<file path="config.mk">
export PLATFORM = sky130hd
export DESIGN_NAME = key_click_autorepeat_core
export DESIGN_NICKNAME = d
export VERILOG_FILES = /design/src/rtl/kca_pkg.sv /design/src/rtl/kca_key_decode.sv /design/src/rtl/kca_repeat.sv /design/src/rtl/key_click_autorepeat_core.sv
export SDC_FILE = /design/constraint.sdc
export NUM_CORES = 1
export LEC_CHECK = 0
export BUFFER_PORTS_ARGS = -buffer_cell sky130_fd_sc_hd__buf_2
export CAP_MARGIN = 20
export CORE_MARGIN = 2
export CORE_UTILIZATION = 53
export DETAILED_ROUTE_END_ITERATION = 6
export HOLD_SLACK_MARGIN = 0.03
export PLACE_DENSITY = 0.75
export SLEW_MARGIN = 20
export SYNTH_ARGS = -nofsm -noshare
export SYNTH_HDL_FRONTEND = slang
export SYNTH_SLANG_ARGS = --single-unit
</file>
<file path="constraint.sdc">
create_clock -name clk -period 13.5 [get_ports clk]
set_clock_uncertainty 0.1 [all_clocks]
set_input_delay 0 -clock clk [delete_from_list [all_inputs] [get_ports clk]]
set_output_delay 0 -clock clk [all_outputs]
set_load 0.005 [all_outputs]
</file>
<file path="src/rtl/kca_pkg.sv">
// kca_pkg: shared types, key table and constants for the key click and
// autorepeat core. No dependencies; used by every module under rtl/.
`timescale 1ns / 1ps

package kca_pkg;

  // Key table size and index widths
  localparam int NUM_KEYS  = 14;
  localparam int KEY_W     = 4;
  localparam int WORD_W    = 32;
  localparam int TIME_W    = 32;
  localparam int DELAY_W   = 16;
  localparam int CFG_IDX_W = 1;

  // Configuration register indexes
  localparam logic [CFG_IDX_W-1:0] CFG_FIRST_DELAY  = 1'd0;
  localparam logic [CFG_IDX_W-1:0] CFG_REPEAT_DELAY = 1'd1;

  // Configuration reset values
  localparam logic [DELAY_W-1:0] FIRST_DELAY_RST  = 16'd500;
  localparam logic [DELAY_W-1:0] REPEAT_DELAY_RST = 16'd175;

  // Input action codes
  localparam logic ACT_SCAN   = 1'b0;
  localparam logic ACT_FORGET = 1'b1;

  // "No key" index
  localparam logic [KEY_W-1:0] KEY_NONE = '0;

  // Key table: group select (1 = word 1) and active-low mask per key
  localparam logic [NUM_KEYS-1:0] KEY_GROUP = 14'b00_1111_1111_1111;

  localparam logic [WORD_W-1:0] KEY_MASK [NUM_KEYS] = '{
    32'h0100_0000, 32'h0800_0000, 32'h0008_0000, 32'h0002_0000,
    32'h0004_0000, 32'h0001_0000, 32'h0010_0000, 32'h1000_0000,
    32'h0400_0000, 32'h0200_0000, 32'h0000_0100, 32'h0000_0200,
    32'h0000_000C, 32'h0000_0004
  };

  typedef logic [KEY_W-1:0] key_idx_t;

  // One input request
  typedef struct packed {
    logic              action;
    logic [WORD_W-1:0] group0_bits;
    logic [WORD_W-1:0] group1_bits;
    logic [TIME_W-1:0] now_ms;
  } in_req_t;

  // One result request
  typedef struct packed {
    key_idx_t clicked_key;
    key_idx_t repeat_key;
    key_idx_t pressed_key;
  } out_req_t;

  // Decoder status handed to the autorepeat logic
  typedef struct packed {
    key_idx_t pressed;
    key_idx_t clicked;
    logic     held_down;
  } dec_t;

  // A key is down when all of its mask bits are low in its word
  function automatic logic key_pressed_in(input logic [WORD_W-1:0] w0,
                                          input logic [WORD_W-1:0] w1,
                                          input int unsigned k);
    logic [WORD_W-1:0] w;
    begin
      w = KEY_GROUP[k] ? w1 : w0;
      return (w & KEY_MASK[k]) == '0;
    end
  endfunction

endpackage

</file>
<file path="src/rtl/kca_key_decode.sv">
// kca_key_decode: holds the current and previous key status words and
// decodes pressed, clicked and held-key status. Depends on kca_pkg.
`timescale 1ns / 1ps

module kca_key_decode (
  input  logic                     clk,
  input  logic                     rst_n,
  input  logic                     en,
  input  logic                     action,
  input  logic [kca_pkg::WORD_W-1:0] group0_bits,
  input  logic [kca_pkg::WORD_W-1:0] group1_bits,
  input  kca_pkg::key_idx_t        held_key,
  output kca_pkg::dec_t            dec
);

  logic [kca_pkg::WORD_W-1:0] cur0_r, cur1_r, prev0_r, prev1_r;
  logic [kca_pkg::WORD_W-1:0] cur0_nxt, cur1_nxt, prev0_nxt, prev1_nxt;

  // Words as seen by this request: a scan shifts, a forget keeps
  always_comb begin
    if (action == kca_pkg::ACT_SCAN) begin
      cur0_nxt  = group0_bits;
      cur1_nxt  = group1_bits;
      prev0_nxt = cur0_r;
      prev1_nxt = cur1_r;
    end else begin
      cur0_nxt  = cur0_r;
      cur1_nxt  = cur1_r;
      prev0_nxt = prev0_r;
      prev1_nxt = prev1_r;
    end
  end

  always_ff @(posedge clk) begin
    if (!rst_n) begin
      cur0_r  <= '0;
      cur1_r  <= '0;
      prev0_r <= '0;
      prev1_r <= '0;
    end else if (en) begin
      cur0_r  <= cur0_nxt;
      cur1_r  <= cur1_nxt;
      prev0_r <= prev0_nxt;
      prev1_r <= prev1_nxt;
    end
  end

  // Priority match in table order; held key looked up in the same pass
  always_comb begin
    dec = '0;
    for (int unsigned k = 0; k < kca_pkg::NUM_KEYS; k++) begin
      if (kca_pkg::key_pressed_in(cur0_nxt, cur1_nxt, k)) begin
        if (dec.pressed == kca_pkg::KEY_NONE)
          dec.pressed = kca_pkg::KEY_W'(k + 1);
        if (!kca_pkg::key_pressed_in(prev0_nxt, prev1_nxt, k) &&
            dec.clicked == kca_pkg::KEY_NONE)
          dec.clicked = kca_pkg::KEY_W'(k + 1);
        if (held_key == kca_pkg::KEY_W'(k + 1))
          dec.held_down = 1'b1;
      end
    end
  end

endmodule

</file>
<file path="src/rtl/kca_repeat.sv">
// kca_repeat: autorepeat state, delay registers and elapsed-time compare.
// Depends on kca_pkg; takes decoder status from kca_key_decode.
`timescale 1ns / 1ps

module kca_repeat (
  input  logic                          clk,
  input  logic                          rst_n,
  input  logic                          cfg_we,
  input  logic [kca_pkg::CFG_IDX_W-1:0] cfg_index,
  input  logic [kca_pkg::DELAY_W-1:0]   cfg_data,
  input  logic                          en,
  input  logic                          action,
  input  logic [kca_pkg::TIME_W-1:0]    now_ms,
  input  kca_pkg::dec_t                 dec,
  output kca_pkg::key_idx_t             held_key,
  output kca_pkg::key_idx_t             repeat_key
);

  logic [kca_pkg::DELAY_W-1:0] first_delay_r, repeat_delay_r;
  kca_pkg::key_idx_t           held_r, held_nxt;
  logic [kca_pkg::TIME_W-1:0]  last_r, last_nxt;
  logic                        repeating_r, repeating_nxt;
  logic [kca_pkg::TIME_W-1:0]  elapsed;
  logic [kca_pkg::DELAY_W-1:0] limit;
  logic                        fire;

  // Configuration registers
  always_ff @(posedge clk) begin
    if (!rst_n) begin
      first_delay_r  <= kca_pkg::FIRST_DELAY_RST;
      repeat_delay_r <= kca_pkg::REPEAT_DELAY_RST;
    end else if (cfg_we) begin
      case (cfg_index)
        kca_pkg::CFG_FIRST_DELAY:  first_delay_r  <= cfg_data;
        kca_pkg::CFG_REPEAT_DELAY: repeat_delay_r <= cfg_data;
        default: ;
      endcase
    end
  end

  // Wrapping elapsed time; negative (top bit set) never fires
  assign elapsed = now_ms - last_r;
  assign limit   = repeating_r ? repeat_delay_r : first_delay_r;
  assign fire    = !elapsed[kca_pkg::TIME_W-1] &&
                   (elapsed > kca_pkg::TIME_W'(limit));

  // Next autorepeat state and event key
  always_comb begin
    held_nxt      = held_r;
    last_nxt      = last_r;
    repeating_nxt = repeating_r;
    repeat_key    = kca_pkg::KEY_NONE;
    if (action == kca_pkg::ACT_FORGET) begin
      held_nxt = kca_pkg::KEY_NONE;
    end else if (dec.clicked != kca_pkg::KEY_NONE) begin
      held_nxt      = dec.clicked;
      repeating_nxt = 1'b0;
      last_nxt      = now_ms;
      repeat_key    = dec.clicked;
    end else if (dec.held_down) begin
      if (fire) begin
        repeating_nxt = 1'b1;
        last_nxt      = now_ms;
        repeat_key    = held_r;
      end
    end else begin
      held_nxt = kca_pkg::KEY_NONE;
    end
  end

  always_ff @(posedge clk) begin
    if (!rst_n) begin
      held_r      <= kca_pkg::KEY_NONE;
      last_r      <= '0;
      repeating_r <= 1'b0;
    end else if (en) begin
      held_r      <= held_nxt;
      last_r      <= last_nxt;
      repeating_r <= repeating_nxt;
    end
  end

  assign held_key = held_r;

endmodule

</file>
<file path="src/rtl/key_click_autorepeat_core.sv">
// Key click and autorepeat core: an accepted input request is held in the
// input register, and its result is written to the result register and shown
// on out_req; one request per cycle sustained while out_stall stays low.
// The input register feeds one pass of key decode and repeat-timer compare
// into the result register. Reset (rst_n low, synchronous) clears all key
// words, the held key and timer, and loads delays 500 ms and 175 ms.
// Depends on kca_pkg, kca_key_decode and kca_repeat.
`timescale 1ns / 1ps

module key_click_autorepeat_core (
  input  logic                          clk,
  input  logic                          rst_n,
  input  logic                          cfg_we,
  input  logic [kca_pkg::CFG_IDX_W-1:0] cfg_index,
  input  logic [kca_pkg::DELAY_W-1:0]   cfg_data,
  input  logic                          in_valid,
  output logic                          in_stall,
  input  kca_pkg::in_req_t              in_req,
  output logic                          out_valid,
  input  logic                          out_stall,
  output kca_pkg::out_req_t             out_req
);

  logic              s1_valid_r, s1_valid_nxt;
  kca_pkg::in_req_t  s1_req_r;
  logic              out_valid_r, out_valid_nxt;
  kca_pkg::out_req_t out_req_r;
  logic              s2_ready;
  logic              proc;
  kca_pkg::dec_t     dec;
  kca_pkg::key_idx_t held_key;
  kca_pkg::key_idx_t repeat_key;

  // Handshake: result register frees up when empty or being taken
  assign s2_ready = !out_valid_r || !out_stall;
  assign proc     = s1_valid_r && s2_ready;
  assign in_stall = s1_valid_r && !s2_ready;

  // Input register
  assign s1_valid_nxt = in_stall ? s1_valid_r : in_valid;

  always_ff @(posedge clk) begin
    if (!rst_n)
      s1_valid_r <= 1'b0;
    else
      s1_valid_r <= s1_valid_nxt;
  end

  always_ff @(posedge clk) begin
    if (in_valid && !in_stall)
      s1_req_r <= in_req;
  end

  // Key decode and word history
  kca_key_decode u_decode (
    .clk         (clk),
    .rst_n       (rst_n),
    .en          (proc),
    .action      (s1_req_r.action),
    .group0_bits (s1_req_r.group0_bits),
    .group1_bits (s1_req_r.group1_bits),
    .held_key    (held_key),
    .dec         (dec)
  );

  // Autorepeat state and timing
  kca_repeat u_repeat (
    .clk        (clk),
    .rst_n      (rst_n),
    .cfg_we     (cfg_we),
    .cfg_index  (cfg_index),
    .cfg_data   (cfg_data),
    .en         (proc),
    .action     (s1_req_r.action),
    .now_ms     (s1_req_r.now_ms),
    .dec        (dec),
    .held_key   (held_key),
    .repeat_key (repeat_key)
  );

  // Result register
  always_comb begin
    if (proc)
      out_valid_nxt = 1'b1;
    else if (!out_stall)
      out_valid_nxt = 1'b0;
    else
      out_valid_nxt = out_valid_r;
  end

  always_ff @(posedge clk) begin
    if (!rst_n)
      out_valid_r <= 1'b0;
    else
      out_valid_r <= out_valid_nxt;
  end

  always_ff @(posedge clk) begin
    if (proc) begin
      out_req_r.clicked_key <= dec.clicked;
      out_req_r.repeat_key  <= repeat_key;
      out_req_r.pressed_key <= dec.pressed;
    end
  end

  assign out_valid = out_valid_r;
  assign out_req   = out_req_r;

endmodule
</file>
==> results of run 1 <==
==> sequential cells by signal (all words and copies together), names as in the netlist, 2 cells and up <==
register	count
u_repeat.repeat_delay_r	16
u_decode.cur1_r	12
u_repeat.last_r	32
s1_req_r	47
u_repeat.first_delay_r	16
u_decode.prev1_r	12
out_req	12
u_decode.prev0_r	2
u_decode.cur0_r	2
u_repeat.held_key	4
==> layer usage <==
metal / GRT usage / share of wire / vias to the layer above
met5: 0 / 0 / -
met4: 0.07118 / 0.015 / 0
met3: 0.04452 / 0.043 / 24
met2: 0.3700 / 0.46 / 174
met1: 0.3128 / 0.48 / 3530
li1: - / - / 3833
==> through the flow <==
step / power (W) / cells
floorplan: 0.0006952 / 1006
global placement: 0.0007387 / 1270
detailed placement: 0.0007427 / 1270
CTS: 0.001228 / 1374
global route: 0.001281 / 1375
finish: 0.001222 / 1375
==> path summary, 6_finish.rpt <==
| check | start | to | slack [ps] | cells past startpoint |
|---|---|---|---|---|
| worst max-delay path | s1_req_r[0]$_DFFE_PP_ | u_repeat.last_r[2]$_SDFFE_PN0P_ | 8550 | 25 |
| worst min-delay path | cfg_we | u_repeat.first_delay_r[3]$_SDFFE_PN0P_ | 70 | 4 |
| worst max register to register | s1_req_r[0]$_DFFE_PP_ | u_repeat.last_r[2]$_SDFFE_PN0P_ | 8550 | 25 |
| worst min register to register | u_repeat.last_r[16]$_SDFFE_PN0P_ | u_repeat.last_r[16]$_SDFFE_PN0P_ | 360 | 2 |
==> cell families (layout without fill, tap and decap cells) <==
logic type	Yosys count	in the layout	synth area share
buffers and inverters	104	248	0.05235
AND/OR/NAND/NOR	371	371	0.1875
flip-flops	158	158	0.4101
AO/OA/AOI/OAI	229	229	0.1763
adder cells (fa/ha/maj)	48	48	0.06643
multiplexers	77	77	0.08912
XOR/XNOR	19	19	0.01818
==> cell usage in the layout, fill, tap and decap left out, types with 4 or more instances in the layout <==
master         synthesis  final
o21ai_0               36     36
o211a_1                6      6
nand2b_1              16     16
nand3_1               26     26
dlygate4sd3_1          0     74
buf_4                  1      6
clkbuf_16              0     17
nor2b_1               17     15
a21o_1                14     14
ha_1                  47     47
and3_1                 4      4
a21oi_1               55     55
o211ai_1               6      6
clkbuf_1              34      5
mux2i_1               66     66
nand3b_1               5      5
nand4_1               11     11
xnor2_1               14     14
o21a_1                10     10
a21boi_0              41     40
and3b_1                7      7
nor4_1                 4      4
nor2_1                45     45
a211oi_1               7      7
inv_1                 56     56
xor2_1                 5      5
and2_1                 7      7
mux2_2                 6      6
dfxtp_1               99     99
buf_2                  5     81
nor3_1                10     10
edfxtp_1              59     59
a31oi_1                5      5
nor3b_1                4      4
nand2_1              201    201
==> cell usage after synthesis (3+ instances only) <==
cell and count:
edfxtp_1 59, a21boi_0 41, mux2i_1 66, inv_1 56
o21ai_0 36, a211oi_1 7, nand3_1 26, o22ai_1 3
nor2_1 45, xor2_1 5, nand2b_1 16, o211ai_1 6
dfxtp_1 99, a32oi_1 3, nand2_1 201, a21oi_1 55
mux2_2 6, o211a_1 6, o2bb2ai_1 3, clkbuf_1 34
and3b_1 7, o21a_1 10, nand3b_1 5, o21bai_1 3
o31ai_1 3, and3_1 4, xnor2_1 14, nor3_1 10
nand4_1 11, nor4_1 4, buf_6 4, and2_1 7
a21o_1 14, ha_1 47, buf_2 5, nor2b_1 17
nor3b_1 4, or3_1 3, buf_12 3, a31oi_1 5
==> worst max-delay path, cell delays in order, from the launching register on <==
cell      delay (ps)
edfxtp_1         390
inv_1             70
ha_1             150
inv_1             60
fa_1             450
a211o_1          320
a21oi_1          130
nor2b_1           60
nor2_1           140
o21ai_0          110
a21oi_1          250
o21bai_1          90
a21oi_1          180
xnor2_1          150
ha_1             270
nand2_1           60
nor2_1            40
a211oi_1         220
o21ai_0          110
nor3_1           200
o211ai_1         100
nor4_1           240
and4_1           320
o21ai_4           70
buf_4            320
mux2i_1          190
==> power groups by stage <==
stage / logic [W] / clock network [W] / registers (W)
floorplan: 0.000154 / 0 / 0.000541
global placement: 0.000194 / 0 / 0.000544
detailed placement: 0.000198 / 0 / 0.000545
CTS: 0.000216 / 0.000477 / 0.000535
global route: 0.000245 / 0.000498 / 0.000537
finish: 0.000218 / 0.000469 / 0.000535
==> cell type report <==
type,instances,share of cell area
inverters,56,0.01922
clock buffers,23,0.04187
well taps,225,0.02574
multi-input cells,744,0.4512
clock inverters,8,0.009952
repair buffers,161,0.1089
flip-flops and latches,158,0.3432
==> results.cfg, run 1 <==
[synthesis]
ys_async_sr_fraction = 0
ys_warn_count = 0
synth_edf_count = 59
netlist_top_cells_area = dfxtp_1 (22%), edfxtp_1 (19%), nand2_1 (8.2%), mux2i_1 (7.2%), ha_1 (6.4%)
yosys.area.top_type = dfxtp_1
yosys_most_used_dff = dfxtp_1
syn_area_um2 = 9154
synthCells = 1006
synth_cell_types = 81
seq_area_frac_synth = 0.4101
avgSynthCellArea_um2 = 9.099
synth_top_area_frac = 0.2165
syn_nets = 1173
synth-seq-cells = 158

[clock_network]
cts_max_level = 4
path_clk_slew_ps = 60
ctsHoldBuffers = 73
ctsResizeCount = 0
clk_latency_ps = 430
cts_tree = done
cts_setup_buffers = 0
cts_sinks = 158
cts_buffers = 17
cts_buffer_depth = 2
clock-root-buffer = clkbuf_16

[setup_path]
worstPathRequired_ps = 13690
path_class = register to register
worst_ep_arrival_time_ps = 5140
endpoint_kind = register
cp_max_fo = 33
worstSetupStartpointType = register

[layout]
multi_input_area_um2 = 4935
drive_gt1_frac = 0.1235
regArea_um2 = 3754
fill_cells = 1439
nNetsFinal = 1305
postLayoutCellArea_um2 = 10940
n_antenna_cell = 0
final_core_util = 0.6390
syn_to_final_growth_pct = 19.49

[global_route]
grt_pass1_wl_um = 33730
antenna_found_initial = 0
grt_start_max_net_pins = 74
grt_overflow = 0
grt_pass1_vias = 7112
grtUsageTotal = 0.2293

[detailed_routing]
vias = 7561
drt_iter0_drc = 617
avgViaCountPerCell = 5.499
route.detailed.drc = 0
ant_nets = 0
drt_first_pass_iters = 5
wl_per_cell_um = 14.83
wl_um = 20390

[timing]
slew_viol_final = 0
relSlewSlack = 0.3385
fin_ws_ps = 8548
setup_viol = 0
hold_violations = 0
fin_crit_sh = 0.3668
holdWs_ps = 69.12
post-route-min-period_ps = 4952
fin_setup_tns_ps = 0
worst_pin_slew_ps = 990.9
rsz0062_at_grt = false
clock.fmax_mhz = 201.9

[floorplanning]
die_h_um = 135.4
coreArea_um2 = 17120
die_width_um = 135.4
io_pins = 133
dieArea_um2 = 18340
row_count = 48
initial_core_util = 0.5348

[placed_design]
dpl_worst_slack_ps = 8576
numPortBuffers = 82
place_area_um2 = 9628
gp_congestion = 0.8988
place_hpwl_um = 13520

[power_and_ir_drop]
p_leak_nw = 4.295
power.internal_w = 0.0008960
power.ir.vdd_worst_mv = 0.09240
p_sw_frac = 0.2667
pwr-share-clk = 0.383
comb_power_share = 0.179
power.density_nw_per_um2 = 111.7
seq_power_share = 0.438
p_switching_w = 0.0003259

[outcome]
outcome = complete, no violations

[run]
max-cap-violations = 0

[min_path]
hold_class = primary input to register
Power figures use the tool's default switching activity.
==> run 2, diff against run 1 <==
ABC_AREA = 1   (was unset)
PLACE_DENSITY = 0.78   (was 0.75)
clock period = 4.5 ns   (was 13.5 ns; I/O delays follow)
==> results.cfg, run 2 <==
[power_and_ir_drop]
p_leak_nw = 5.228
power.ir.vdd_worst_mv = 0.4076
total_power_w = 0.004266
power.density_nw_per_um2 = 363.0

[global_route]
grt_pass1_vias = 8222
grt_pass1_wl_um = 37950
grtUsageTotal = 0.2558
grt_overflow = 0
grt_start_max_net_pins = 88
antenna_found_initial = 0

[placed_design]
numPortBuffers = 82
dpl_worst_slack_ps = -41.18
dp.cells = 1549
place_hpwl_um = 15420
gp_congestion = 0.9084

[setup_path]
endpoint_kind = register
rrSetupSlack_ps = 200
path_class = register to register
cp_common_cell = nor2_1
cp_max_fo = 8
worst_ep_arrival_time_ps = 4520
worstSetupStartpointType = register
cp_slowest_cell = edfxtp_1
slowest_delay_ps = 510
worstPathRequired_ps = 4720

[clock_network]
cts_tree = done
cts_max_level = 4
cts_buffers = 17
cts_sinks = 158
clock-root-buffer = clkbuf_16
cts_buffer_depth = 2
clk_latency_ps = 440
path_clk_slew_ps = 70

[layout]
nNetsFinal = 1590
largest_reg_flops = 47
largest-register = s1_req_r
n_antenna_cell = 0
syn_to_final_growth_pct = 25.81
fill_cells = 1421
drive_gt1_frac = 0.1887
stdcell_count = 1661
final_common_cell = nand2_1
regArea_um2 = 3754
mostFrequentLayoutCells = nand2_1 (250), nor2_1 (189), inv_1 (158), dfxtp_1 (99), buf_2 (82)
multi_input_area_um2 = 5012
top_regs = s1_req_r x47, u_repeat.last_r x32

[synthesis]
syn_area_um2 = 9343
synthCells = 1246
avgSynthCellArea_um2 = 7.498
synth_top_area_frac = 0.2121
ys_async_sr_fraction = 0
seq_area_frac_synth = 0.4018
ys_warn_count = 0
syn_nets = 1413
yosys.area.top_type = dfxtp_1
yosysMostFrequentCell = nand2_1
synth_edf_count = 59
yosys-top-cells-count = nand2_1 (259), nor2_1 (205), inv_1 (159), dfxtp_1 (99), o21ai_0 (75)
synth_cell_types = 51
yosys_most_used_dff = dfxtp_1
netlist_top_cells_area = dfxtp_1 (21%), edfxtp_1 (19%), nand2_1 (10%), nor2_1 (8.2%), inv_1 (6.4%)
synth-seq-cells = 158

[detailed_routing]
route.detailed.drc = 0
avgViaCountPerCell = 5.240
drt_first_pass_iters = 5
wl_per_cell_um = 14.35
wl_um = 23840
vias = 8704
drt_iter0_drc = 615
ant_nets = 0

[timing]
fin_setup_tns_ps = 0
rsz0062_at_grt = true
hold_violations = 0
worst_pin_slew_ps = 1037
fin_ws_ps = 204.8
setup_viol = 0
clock.fmax_mhz = 232.8
relSlewSlack = 0.3077
slew_viol_final = 0
holdWs_ps = 166.1
post-route-min-period_ps = 4295
fin_crit_sh = 0.9545

[floorplanning]
initial_core_util = 0.5420
die_width_um = 136.8
row_count = 48
coreArea_um2 = 17240
dieArea_um2 = 18710
die_h_um = 136.8
io_pins = 133

[outcome]
outcome = complete, no violations

[run]
max-cap-violations = 0

[min_path]
hold_class = primary input to register
## run 2: stage by stage
step / util / area (µm²)
floorplan: - / 9343
global placement: 0.5862 / 10100
detailed placement: 0.5862 / 10100
CTS: 0.6601 / 11380
global route: 0.6819 / 11750
finish: 0.6819 / 11750
## run 2: final cells by class
cell class | instances | share of cell area
clock inverters | 13 | 0.01096
inverters | 167 | 0.05354
clock buffers | 19 | 0.03768
multi-input cells | 885 | 0.4264
well taps | 225 | 0.02395
flip-flops and latches | 158 | 0.3194
repair buffers | 194 | 0.1281
## run 2: worst max-delay path: cells and delay by family (launching register included)
| kind | cells | cell delay (ps) |
|---|---|---|
| xor gates and xnor gates | 1 | 240 |
| AOI/OAI and AO/OA | 4 | 530 |
| buffers and inverters | 4 | 570 |
| adders and majority gates | 2 | 680 |
| DFF | 1 | 510 |
| and+or+nand+nor | 17 | 1560 |
## run 2: per-layer routing
layer / vias up / GRT usage / part of all wire
li1: 4428 / - / -
met1: 4039 / 0.3121 / 0.44
met2: 197 / 0.4586 / 0.50
met3: 40 / 0.05074 / 0.041
met4: 0 / 0.06987 / 0.019
met5: - / 0 / 0
## run 2: logic make-up after synthesis
kind of cell,Yosys count,share of synthesized area
adder cells (fa/ha/maj),48,0.06509
multiplexers,21,0.02263
AND/OR/NAND/NOR,600,0.2841
flip-flops,158,0.4018
XOR/XNOR,24,0.02250
AO/OA/AOI/OAI,191,0.1141
buffers and inverters,204,0.08986
## run 2: timing repair
| action | 4_1_cts | 5_1_grt |
|---|---|---|
| pin swaps | 1 | 18 |
| hold endpoints to repair | 81 | 4 |
| setup buffers | 0 | 8 |
| setup endpoints to repair | 33 | 37 |
| resized for setup | 1 | 64 |
| hold buffers | 69 | 1 |
| gates cloned | 1 | 1 |
## run 2: power by group
group / switching (W) / leakage, nW / total, W / internal [W]
Sequential: 0.0000575 / 1.39 / 0.00165 / 0.00159
Clock: 0.000634 / 0.275 / 0.00142 / 0.000789
Combinational: 0.000708 / 3.57 / 0.00119 / 0.000487
## run 2: worst paths after layout
kind	startpoint	cells after the start	end
worst max-delay path	s1_req_r[1]$_DFFE_PP_	28	u_repeat.last_r[12]$_SDFFE_PN0P_
worst min-delay path	in_req[22]	2	s1_req_r[22]$_DFFE_PP_
worst max register to register	s1_req_r[1]$_DFFE_PP_	28	u_repeat.last_r[12]$_SDFFE_PN0P_
worst min register to register	u_repeat.first_delay_r[6]$_SDFFE_PN1P_	2	u_repeat.first_delay_r[6]$_SDFFE_PN1P_
